<file path="src/hdl/assert_macros.svh">
// Assertion macros shared by the route lookup RTL.
// No dependencies; included by files that carry concurrent assertions.
`ifndef ASSERT_MACROS_SVH
`define ASSERT_MACROS_SVH

// Property must hold at every rising edge outside reset.
`define RPL_ASSERT(lbl, clk, rst_n, prop) \
  lbl: assert property (@(posedge clk) disable iff (!rst_n) prop) \
    else $error("route lookup assertion failed");

// Condition must never be seen at a rising edge outside reset.
`define RPL_ASSERT_NEVER(lbl, clk, rst_n, cond) \
  lbl: assert property (@(posedge clk) disable iff (!rst_n) !(cond)) \
    else $error("route lookup forbidden condition seen");

`endif

</file>
<file path="src/hdl/rpl_pkg.sv">
// Types and constants of the route prefix lookup block.
// No dependencies; imported by rpl_cell, route_prefix_lookup and the bench.
`timescale 1ns / 1ps
`default_nettype none

package rpl_pkg;

  localparam int unsigned Depth  = 16;
  localparam int unsigned AddrW  = 32;
  localparam int unsigned PortW  = 4;
  localparam int unsigned SlotW  = 4;
  localparam int unsigned CountW = 5;
  localparam int unsigned StatW  = 2;
  localparam int unsigned PosW   = 9;
  localparam int unsigned InDataW  = 136;
  localparam int unsigned OutDataW = 40;

  localparam logic FUNC_WRITE  = 1'b0;
  localparam logic FUNC_LOOKUP = 1'b1;

  localparam logic [StatW-1:0] STAT_WRITE = 2'd0;
  localparam logic [StatW-1:0] STAT_FOUND = 2'd1;
  localparam logic [StatW-1:0] STAT_EMPTY = 2'd2;

  typedef enum logic [1:0] {
    ST_IDLE,
    ST_WALK,
    ST_HOLD
  } state_e;

  // table write broadcast to every cell
  typedef struct packed {
    logic             en;
    logic [SlotW-1:0] idx;
    logic [AddrW-1:0] prefix;
    logic [AddrW-1:0] mask;
    logic [AddrW-1:0] gateway;
    logic [PortW-1:0] port;
  } wr_t;

  // lookup token handed from cell to cell
  typedef struct packed {
    logic [AddrW-1:0] addr;
    logic [AddrW-1:0] mask;
    logic [AddrW-1:0] gateway;
    logic [PortW-1:0] port;
    logic [SlotW-1:0] idx;
  } tok_t;

  typedef struct packed {
    logic [StatW-1:0] status;
    logic [SlotW-1:0] idx;
    logic [AddrW-1:0] next_hop;
    logic [PortW-1:0] port;
  } res_t;

endpackage

`default_nettype wire

</file>
<file path="src/hdl/rpl_cell.sv">
// One route table slot and its compare stage in the lookup chain.
// Depends on rpl_pkg.
`timescale 1ns / 1ps
`default_nettype none

module rpl_cell #(
  parameter int unsigned CELL_IDX = 0
) (
  input  wire                        clk_i,
  input  wire                        rst_ni,
  input  rpl_pkg::wr_t               wr_i,
  input  wire  [rpl_pkg::CountW-1:0] cnt_i,
  input  wire                        vld_i,
  input  rpl_pkg::tok_t              tok_i,
  output logic                       vld_o,
  output rpl_pkg::tok_t              tok_o
);
  import rpl_pkg::*;

  localparam logic [PosW-1:0] CellPos = PosW'(CELL_IDX);
  localparam bit IsFirst = (CELL_IDX == 0);

  logic [AddrW-1:0] prefix_q;
  logic [AddrW-1:0] mask_q;
  logic [AddrW-1:0] gateway_q;
  logic [PortW-1:0] port_q;

  logic wr_hit;
  logic active;
  logic take;
  logic vld_q;
  tok_t tok_d;
  tok_t tok_q;

  assign wr_hit = wr_i.en && ({{(PosW-SlotW){1'b0}}, wr_i.idx} == CellPos);
  assign active = {{(PosW-CountW){1'b0}}, cnt_i} > CellPos;
  assign take   = IsFirst || (active && ((tok_i.addr & mask_q) == prefix_q)
                                      && (mask_q > tok_i.mask));

  always_comb begin
    tok_d = tok_i;
    if (take) begin
      tok_d.mask    = mask_q;
      tok_d.gateway = gateway_q;
      tok_d.port    = port_q;
      tok_d.idx     = CellPos[SlotW-1:0];
    end
  end

  always_ff @(posedge clk_i) begin
    if (wr_hit) begin
      prefix_q  <= wr_i.prefix;
      mask_q    <= wr_i.mask;
      gateway_q <= wr_i.gateway;
      port_q    <= wr_i.port;
    end
  end

  always_ff @(posedge clk_i or negedge rst_ni) begin
    if (!rst_ni) begin
      vld_q <= 1'b0;
    end else begin
      vld_q <= vld_i;
    end
  end

  always_ff @(posedge clk_i) begin
    tok_q <= tok_d;
  end

  assign vld_o = vld_q;
  assign tok_o = tok_q;

endmodule

`default_nettype wire

</file>
<file path="src/hdl/route_prefix_lookup.sv">
// Lookup: an accepted lookup walks the chain, then its result is registered in
// res_q, then in out_q; a write item or an empty table goes straight to res_q.
// One item is in flight at a time. The walk moves one lookup token a cell per
// cycle through Depth slot cells, so the chain length sets the lookup time.
// Reset (rst_ni low, asynchronous) clears control state and the route count;
// table contents stay undefined until written.
`timescale 1ns / 1ps
`default_nettype none
`include "assert_macros.svh"

module route_prefix_lookup (
  input  wire                          clk_i,
  input  wire                          rst_ni,
  input  wire                          cfg_we_i,
  input  wire  [rpl_pkg::CountW-1:0]   cfg_wdata_i,
  input  wire                          s_axis_tvalid_i,
  output logic                         s_axis_tready_o,
  // entry_index, entry_prefix, entry_mask, entry_gateway, entry_port,
  // lookup_address
  input  wire  [rpl_pkg::InDataW-1:0]  s_axis_tdata_i,
  // func
  input  wire                          s_axis_tuser_i,
  output logic                         m_axis_tvalid_o,
  input  wire                          m_axis_tready_i,
  // route_index, next_hop, out_port
  output logic [rpl_pkg::OutDataW-1:0] m_axis_tdata_o,
  // status
  output logic [rpl_pkg::StatW-1:0]    m_axis_tuser_o
);
  import rpl_pkg::*;

  state_e state_q, state_d;
  logic [CountW-1:0] cfg_q;
  res_t res_q, res_d;
  res_t out_q, out_d;
  logic out_vld_q, out_vld_d;

  logic acc;
  logic out_free;
  logic inj_vld;
  wr_t  wr;
  tok_t inj_tok;

  logic vld [0:Depth];
  tok_t tok [0:Depth];
  logic [Depth-1:0] chain_vld;

  assign acc      = s_axis_tvalid_i && s_axis_tready_o;
  assign out_free = !out_vld_q || m_axis_tready_i;

  assign wr.en      = acc && (s_axis_tuser_i == FUNC_WRITE);
  assign wr.idx     = s_axis_tdata_i[3:0];
  assign wr.prefix  = s_axis_tdata_i[35:4];
  assign wr.mask    = s_axis_tdata_i[67:36];
  assign wr.gateway = s_axis_tdata_i[99:68];
  assign wr.port    = s_axis_tdata_i[103:100];

  assign inj_vld = acc && (s_axis_tuser_i == FUNC_LOOKUP) && (cfg_q != '0);
  always_comb begin
    inj_tok      = '0;
    inj_tok.addr = s_axis_tdata_i[135:104];
  end

  assign vld[0] = inj_vld;
  assign tok[0] = inj_tok;

  for (genvar g = 0; g < Depth; g++) begin : g_cell
    rpl_cell #(
      .CELL_IDX(g)
    ) u_cell (
      .clk_i (clk_i),
      .rst_ni(rst_ni),
      .wr_i  (wr),
      .cnt_i (cfg_q),
      .vld_i (vld[g]),
      .tok_i (tok[g]),
      .vld_o (vld[g+1]),
      .tok_o (tok[g+1])
    );
    assign chain_vld[g] = vld[g+1];
  end

  always_comb begin
    state_d   = state_q;
    res_d     = res_q;
    out_d     = out_q;
    out_vld_d = out_vld_q && !m_axis_tready_i;
    s_axis_tready_o = 1'b0;
    unique case (state_q)
      ST_IDLE: begin
        s_axis_tready_o = 1'b1;
        if (acc) begin
          if (s_axis_tuser_i == FUNC_WRITE) begin
            res_d        = '0;
            res_d.status = STAT_WRITE;
            state_d      = ST_HOLD;
          end else if (cfg_q == '0) begin
            res_d        = '0;
            res_d.status = STAT_EMPTY;
            state_d      = ST_HOLD;
          end else begin
            state_d = ST_WALK;
          end
        end
      end
      ST_WALK: begin
        if (vld[Depth]) begin
          res_d.status   = STAT_FOUND;
          res_d.idx      = tok[Depth].idx;
          res_d.next_hop = tok[Depth].gateway;
          res_d.port     = tok[Depth].port;
          state_d        = ST_HOLD;
        end
      end
      ST_HOLD: begin
        if (out_free) begin
          out_d     = res_q;
          out_vld_d = 1'b1;
          state_d   = ST_IDLE;
        end
      end
      default: begin
        state_d = ST_IDLE;
      end
    endcase
  end

  always_ff @(posedge clk_i or negedge rst_ni) begin
    if (!rst_ni) begin
      state_q   <= ST_IDLE;
      out_vld_q <= 1'b0;
      cfg_q     <= '0;
    end else begin
      state_q   <= state_d;
      out_vld_q <= out_vld_d;
      if (cfg_we_i) begin
        cfg_q <= cfg_wdata_i;
      end
    end
  end

  always_ff @(posedge clk_i) begin
    res_q <= res_d;
    out_q <= out_d;
  end

  assign m_axis_tvalid_o = out_vld_q;
  assign m_axis_tuser_o  = out_q.status;
  assign m_axis_tdata_o  = {out_q.port, out_q.next_hop, out_q.idx};

  `RPL_ASSERT(a_one_item, clk_i, rst_ni, acc |=> !s_axis_tready_o)
  `RPL_ASSERT(a_one_token, clk_i, rst_ni, $onehot0(chain_vld))
  `RPL_ASSERT_NEVER(a_tail_walk, clk_i, rst_ni, vld[Depth] && (state_q != ST_WALK))

endmodule

`default_nettype wire

</file>
<file path="config.mk">
export PLATFORM = sky130hd
export DESIGN_NAME = route_prefix_lookup
export DESIGN_NICKNAME = d
export VERILOG_FILES = /design/src/hdl/rpl_pkg.sv /design/src/hdl/rpl_cell.sv /design/src/hdl/route_prefix_lookup.sv
export VERILOG_INCLUDE_DIRS = /design/src /design/src/hdl
export SDC_FILE = /design/constraint.sdc
export NUM_CORES = 2
export LEC_CHECK = 0
export ABC_AREA = 1
export BUFFER_PORTS_ARGS = -buffer_cell sky130_fd_sc_hd__buf_2
export CELL_PAD_IN_SITES_DETAIL_PLACEMENT = 2
export CELL_PAD_IN_SITES_GLOBAL_PLACEMENT = 2
export CORE_ASPECT_RATIO = 0.6
export CORE_MARGIN = 5
export CORE_UTILIZATION = 30
export DETAILED_ROUTE_END_ITERATION = 6
export PLACE_DENSITY_LB_ADDON = 0.1
export SYNTH_ARGS = -nofsm -noshare
export SYNTH_HDL_FRONTEND = slang
export SYNTH_HIERARCHICAL = 1
export SYNTH_SLANG_ARGS = --single-unit
</file>
<file path="constraint.sdc">
create_clock -name clk_i -period 21.6 [get_ports clk_i]
set_input_delay 4.32 -clock clk_i [delete_from_list [all_inputs] [get_ports clk_i]]
set_output_delay 4.32 -clock clk_i [all_outputs]
set_load 0.02 [all_outputs]
</file>
### After elaboration in Yosys (flattened, before gate mapping)

Cells that the tools add are included.

| storage, ports and cells | value |
|---|---|
| register bits | 3272 |
| bits of input ports | 147 |
| output and inout bits | 44 |
| word-level logic and storage cells | 340 |

| operators by class | value |
|---|---|
| $lt $le $gt $ge | 30 |
| equal/unequal tests | 36 |
| muxes and demuxes | 29 |
| bitwise logic cells | 16 |
| reduce and logical (&&, ||, !) cells | 62 |

Operator list:

| cell | number |
|---|---|
| 72-bit two-way mux | 14 |
| 32-bit bitwise AND | 15 |
| 32-bit == test | 15 |
| 32-bit > comparator | 15 |
| 42-bit two-way mux | 4 |
| 42-bit case mux with 2 select lines | 1 |
| 1-bit logical AND | 51 |
| 5-bit by 4-bit > comparator with 1-bit output, second input constant | 8 |
| 40-bit two-way mux | 1 |
| 4-bit == test, second input constant | 8 |
| 5-bit by 3-bit > comparator with 1-bit output, second input constant | 4 |
| 4-bit by 3-bit == test with 1-bit output, second input constant | 4 |
| 5-bit by 2-bit > comparator with 1-bit output, second input constant | 2 |
| 2-bit two-way mux | 5 |
| 4-bit by 2-bit == test with 1-bit output, second input constant | 2 |
| 2-bit case mux with 3 select lines | 1 |
| 5-bit by 1-bit > comparator with 1-bit output, second input constant | 1 |
| 5-bit zero test | 1 |
| 5-bit nonzero test | 1 |
| 4-bit by 1-bit == test with 1-bit output, second input constant | 1 |
| 4-bit zero test | 1 |
| 2-bit != test, second input constant | 2 |
| 4-bit AND reduction | 1 |
| 1-bit two-way mux | 3 |
| other kinds (11) | 12 |

### Longest topological paths before layout

| depth | value |
|---|---|
| depth in word-level cells | 5 |
| mapped depth | 18 |
| gate-level depth less buffers | 16 |

### By module

The synthesis kept the hierarchy.

Modules (own cells, without submodules):

| module | instances | cells an instance | area each (um2) | sequential area each (um2) |
|---|---|---|---|---|
| rpl_cell at g_cell[5].u_cell | 1 | 751 | 7666.1 | 5109.9 |
| rpl_cell at g_cell[1].u_cell | 1 | 752 | 7663.6 | 5109.9 |
| rpl_cell at g_cell[9].u_cell | 1 | 730 | 7663.6 | 5109.9 |
| rpl_cell at g_cell[2].u_cell | 1 | 729 | 7656.1 | 5109.9 |
| rpl_cell at g_cell[11].u_cell | 1 | 731 | 7642.3 | 5109.9 |
| rpl_cell at g_cell[13].u_cell | 1 | 723 | 7638.6 | 5109.9 |
| rpl_cell at g_cell[14].u_cell | 1 | 724 | 7636.1 | 5109.9 |
| rpl_cell at g_cell[7].u_cell | 1 | 745 | 7636.1 | 5109.9 |
| rpl_cell at g_cell[6].u_cell | 1 | 728 | 7631.1 | 5109.9 |
| rpl_cell at g_cell[4].u_cell | 1 | 722 | 7629.8 | 5109.9 |
| rpl_cell at g_cell[10].u_cell | 1 | 726 | 7627.3 | 5109.9 |
| rpl_cell at g_cell[8].u_cell | 1 | 723 | 7626.1 | 5109.9 |
| rpl_cell at g_cell[12].u_cell | 1 | 727 | 7622.3 | 5109.9 |
| rpl_cell at g_cell[15].u_cell | 1 | 719 | 7607.3 | 5109.9 |
| 3 more rows | - | - | - | - |

### Least setup slack after synthesis

Ideal clock, no wire load.

| timing path | value |
|---|---|
| path type | input-to-reg |
| start | input s_axis_tvalid_i |
| end | register g_cell[3].u_cell.gateway_q[0] (enable) |
| setup time | 815 ps |
| arrival | 14823 ps |
| required time | 20785 ps |
| path slack | 5962 ps |
| stages on the path | 4 |
| path buffers | 0 |
| cells stage by stage | inv_1 -> nor3_1 -> inv_1 -> nor4_1 |

RTL lines:

| element | RTL line | text |
|---|---|---|
| start, declared | route_prefix_lookup.sv:16 | `input wire s_axis_tvalid_i,` |
| end signal, assigned | rpl_cell.sv:54 | `gateway_q <= wr_i.gateway;` |
| end, declared | rpl_cell.sv:25 | `logic [AddrW-1:0] gateway_q;` |

==> impl_metrics.sql <==
INSERT INTO impl_metrics (metric_group, metric, value, unit) VALUES
('detailed_routing', 'detail_route.wirelength', '480000', 'um'),
('detailed_routing', 'vias_after_detailed_routing', '83400', ''),
('synthesis', 'synthesis.instances', '11200', ''),
('cts', 'ctsLongestPathBuffers', '4', ''),
('critical_path', 'worst_setup_path_end_kind', 'flop', ''),
('timing', 'setup_total_negative_slack', '0', 'ns'),
('cts', 'clkSlewWorstSetupHoldPaths', '0.06', 'ns'),
('run', 'cap_viol_max_count', '0', ''),
('cts', 'hold_bufs_inserted_after_cts', '0', ''),
('global_routing', 'number_of_antenna_violations_at_the_first_check_in_global_routing', '121', ''),
('critical_path', 'cpPeakStageDelay', '0.95', 'ns'),
('timing', 'slew-limit-headroom', '13.1', '%'),
('die', 'pin_count', '191', ''),
('cts', 'cts_root_buf', 'sky130_fd_sc_hd__clkbuf_16', ''),
('die', 'die-width', '827', 'um'),
('timing', 'timing_worst_slew_pin_value', '1.30', 'ns'),
('placed_design', 'hpwlAfterDp', '343000', 'um'),
('critical_path', 'start_kind', 'input pin', ''),
('power_and_ir_drop', 'power.static_leakage', '59.2', 'nW'),
('die', 'die-height', '500', 'um'),
('critical_path', 'crit_path_top_delay_cell', 'sky130_fd_sc_hd__nor2_4', ''),
('power_and_ir_drop', 'powerDensity', '93.1', 'nW/um^2'),
('detailed_routing', 'post-route-drc-count', '0', ''),
('synthesis', 'synth_area_per_cell', '10.8', 'um^2'),
('critical_path', 'setup.worst_path.class', 'input pin to flop', ''),
('critical_path', 'crit_arrival', '8.38', 'ns'),
('cts', 'cts_htree_levels', '5', ''),
('die', 'floorplan.core_area', '400000', 'um^2'),
('critical_path', 'path_max_fanout', '40', ''),
('cts', 'clock-sinks', '3272', ''),
('detailed_routing', 'wire_per_inst', '27.9', 'um'),
('power_and_ir_drop', 'power.ir.vdd_worst', '56.3', 'uV'),
('global_routing', 'grt_overflow', '0', ''),
('min_path', 'holdCritPathClass', 'flop to flop', ''),
('critical_path', 'crit_path_cell_trace', 'buf_2 -> inv_1 -> nor3_2 -> buf_4 -> nand3_1 -> nor2_4 -> buf_4 -> buf_4', ''),
('timing', 'grt_setup_unrepaired', 'no', ''),
('detailed_routing', 'drt.antenna.violating_nets', '0', ''),
('timing', 'timing.final.max_slew_violations', '0', ''),
('layout', 'area_growth_syn_to_layout', '15.3', '%'),
('synthesis', 'post_synth_instance_area', '120000', 'um^2'),
('cts', 'postCtsSetupBuffers', '0', ''),
('layout', 'drive_gt1_share', '7.51', '%'),
('timing', 'tcrit_tclk_final', '36.4', '%'),
('die', 'initial_core_util', '30.0', '%'),
('global_routing', 'grt_start_max_net_pins', '101', ''),
('global_routing', 'gr-usage-all-layers', '22.7', '%'),
('die', 'die_footprint', '414000', 'um^2'),
('timing', 'fmax', '127', 'MHz'),
('placed_design', 'gp_congestion', '0.824', ''),
('critical_path', 'critical-path-top-cell-by-count', 'sky130_fd_sc_hd__buf_4', ''),
('detailed_routing', 'starting_drc_count_in_detailed_routing', '8457', ''),
('critical_path', 'cp_top_family', 'simple AND/OR/NAND/NOR gates', ''),
('global_routing', 'number_of_global_route_vias_before_repair', '86400', ''),
('timing', 'hold_viol', '0', ''),
('placed_design', 'dpl_worst_slack', '12.83', 'ns'),
('timing', 'setup_ws', '13.74', 'ns'),
('cts', 'cts_tree', 'yes', ''),
('outcome', 'outcome', 'complete, no violations', ''),
('cts', 'cts_inserted_buffers', '337', ''),
('critical_path', 'worst-path-buf-inv', '5', ''),
('cts', 'clk_latency', '0.93', 'ns'),
('detailed_routing', 'drt-vias-per-instance', '4.86', ''),
('timing', 'report.final.setup_viol', '0', ''),
('cts', 'ctsResizeCount', '0', ''),
('critical_path', 'crit_required', '22.12', 'ns'),
('timing', 'final.min_clock_period', '7.86', 'ns'),
('timing', 'clock_skew', '0.0385', 'ns'),
('layout', 'fin_nets', '12100', ''),
('detailed_routing', 'drt-pass1-iter-count', '5', ''),
('global_routing', 'first_pass_grt_wire_length', '669000', 'um'),
('placed_design', 'place.port_buffers', '190', ''),
('synthesis', 'synth_warn', '6', ''),
('die', 'placement_rows', '180', '');
[worst reg2reg max path: cells and delay by family, from the launching register on]
| family | cells | cell delay [ns] |
|---|---|---|
| and+or+nand+nor | 4 | 2.13 |
| DFF | 1 | 0.44 |
| buffers and inverters | 4 | 1.95 |
[state kept, by name (all words and copies together) (netlist names)]
name / cells
g_cell.u_cell/tok_o: 1596
g_cell.u_cell/gateway_q: 512
g_cell.u_cell/mask_q: 512
g_cell.u_cell/prefix_q: 480
g_cell.u_cell/port_q: 64
res_q: 42
m_axis_tdata_o: 40
g_cell.u_cell/vld_o: 16
cfg_q: 5
m_axis_tuser_o: 2
state_q: 2
m_axis_tvalid_o: 1
[through the flow]
step           utilization [%]  power (W)  hold slack (ns)  cell area [um^2]  cells
2_1_floorplan                -    0.00677            0.323            120000  11200
3_3_place_gp              31.8    0.00700            0.323            127000  16500
3_5_place_dp              31.8    0.00701            0.328            127000  16500
4_1_cts                   34.6     0.0131            0.336            138000  17100
5_1_grt                   34.6     0.0133            0.347            138000  17100
6_report                  34.6     0.0129            0.338            139000  17200
[layout by cell type, fill, tap and decap left out, types with 190 or more instances in the layout]
cell type,count
sky130_fd_sc_hd__a21oi_1,239
sky130_fd_sc_hd__buf_2,190
sky130_fd_sc_hd__clkbuf_16,353
sky130_fd_sc_hd__dfxtp_1,1596
sky130_fd_sc_hd__edfxtp_1,1652
sky130_fd_sc_hd__ha_1,480
sky130_fd_sc_hd__inv_1,911
sky130_fd_sc_hd__nand2_1,3724
sky130_fd_sc_hd__nand3_1,1278
sky130_fd_sc_hd__nor2_1,391
[path summary, 6_finish.rpt]
kind	depth (start not counted)	end	start	slack (ns)
max in group asynchronous	1	g_cell[6].u_cell/vld_o	rst_ni	17.48
worst max-delay path	8	g_cell[15].u_cell/mask_q[29]	s_axis_tvalid_i	13.74
worst max register to register	8	g_cell[15].u_cell/mask_q[29]	state_q[1]	16.70
worst min register to register	0	g_cell[0].u_cell/tok_o[57]	g_cell[0].u_cell/mask_q[17]	0.34
min in group asynchronous	1	state_q[1]	rst_ni	3.56
worst min-delay path	0	g_cell[0].u_cell/tok_o[57]	g_cell[0].u_cell/mask_q[17]	0.34
[cell type report]
class | instances | area, um^2
Fill cell | 42600 | 261000
Antenna cell | 37 | 92.6
Multi-Input combinational cell | 6674 | 33200
Tap cell | 5369 | 6720
Sequential cell | 3272 | 82200
Timing Repair Buffer | 287 | 1690
Inverter | 919 | 3450
Clock inverter | 138 | 1290
Clock buffer | 483 | 9880
[where the power goes]
| part | internal, W | switching (W) | total (W) |
|---|---|---|---|
| Clock | 0.00344 | 0.00259 | 0.00602 |
| Combinational | 0.0000343 | 0.000202 | 0.000237 |
| Sequential | 0.00657 | 0.0000694 | 0.00664 |
| Total | 0.0100 | 0.00286 | 0.0129 |
[routing by layer]
layer	vias to the layer above	share of wire, %	track usage [%]
met2	2261	39	31.2
met5	-	0.0071	0
met4	6	1.6	3.67
met3	458	6.6	3.26
li1	37500	-	-
met1	43200	53	37.4
Note: power is estimated with default switching activity, not from simulation.
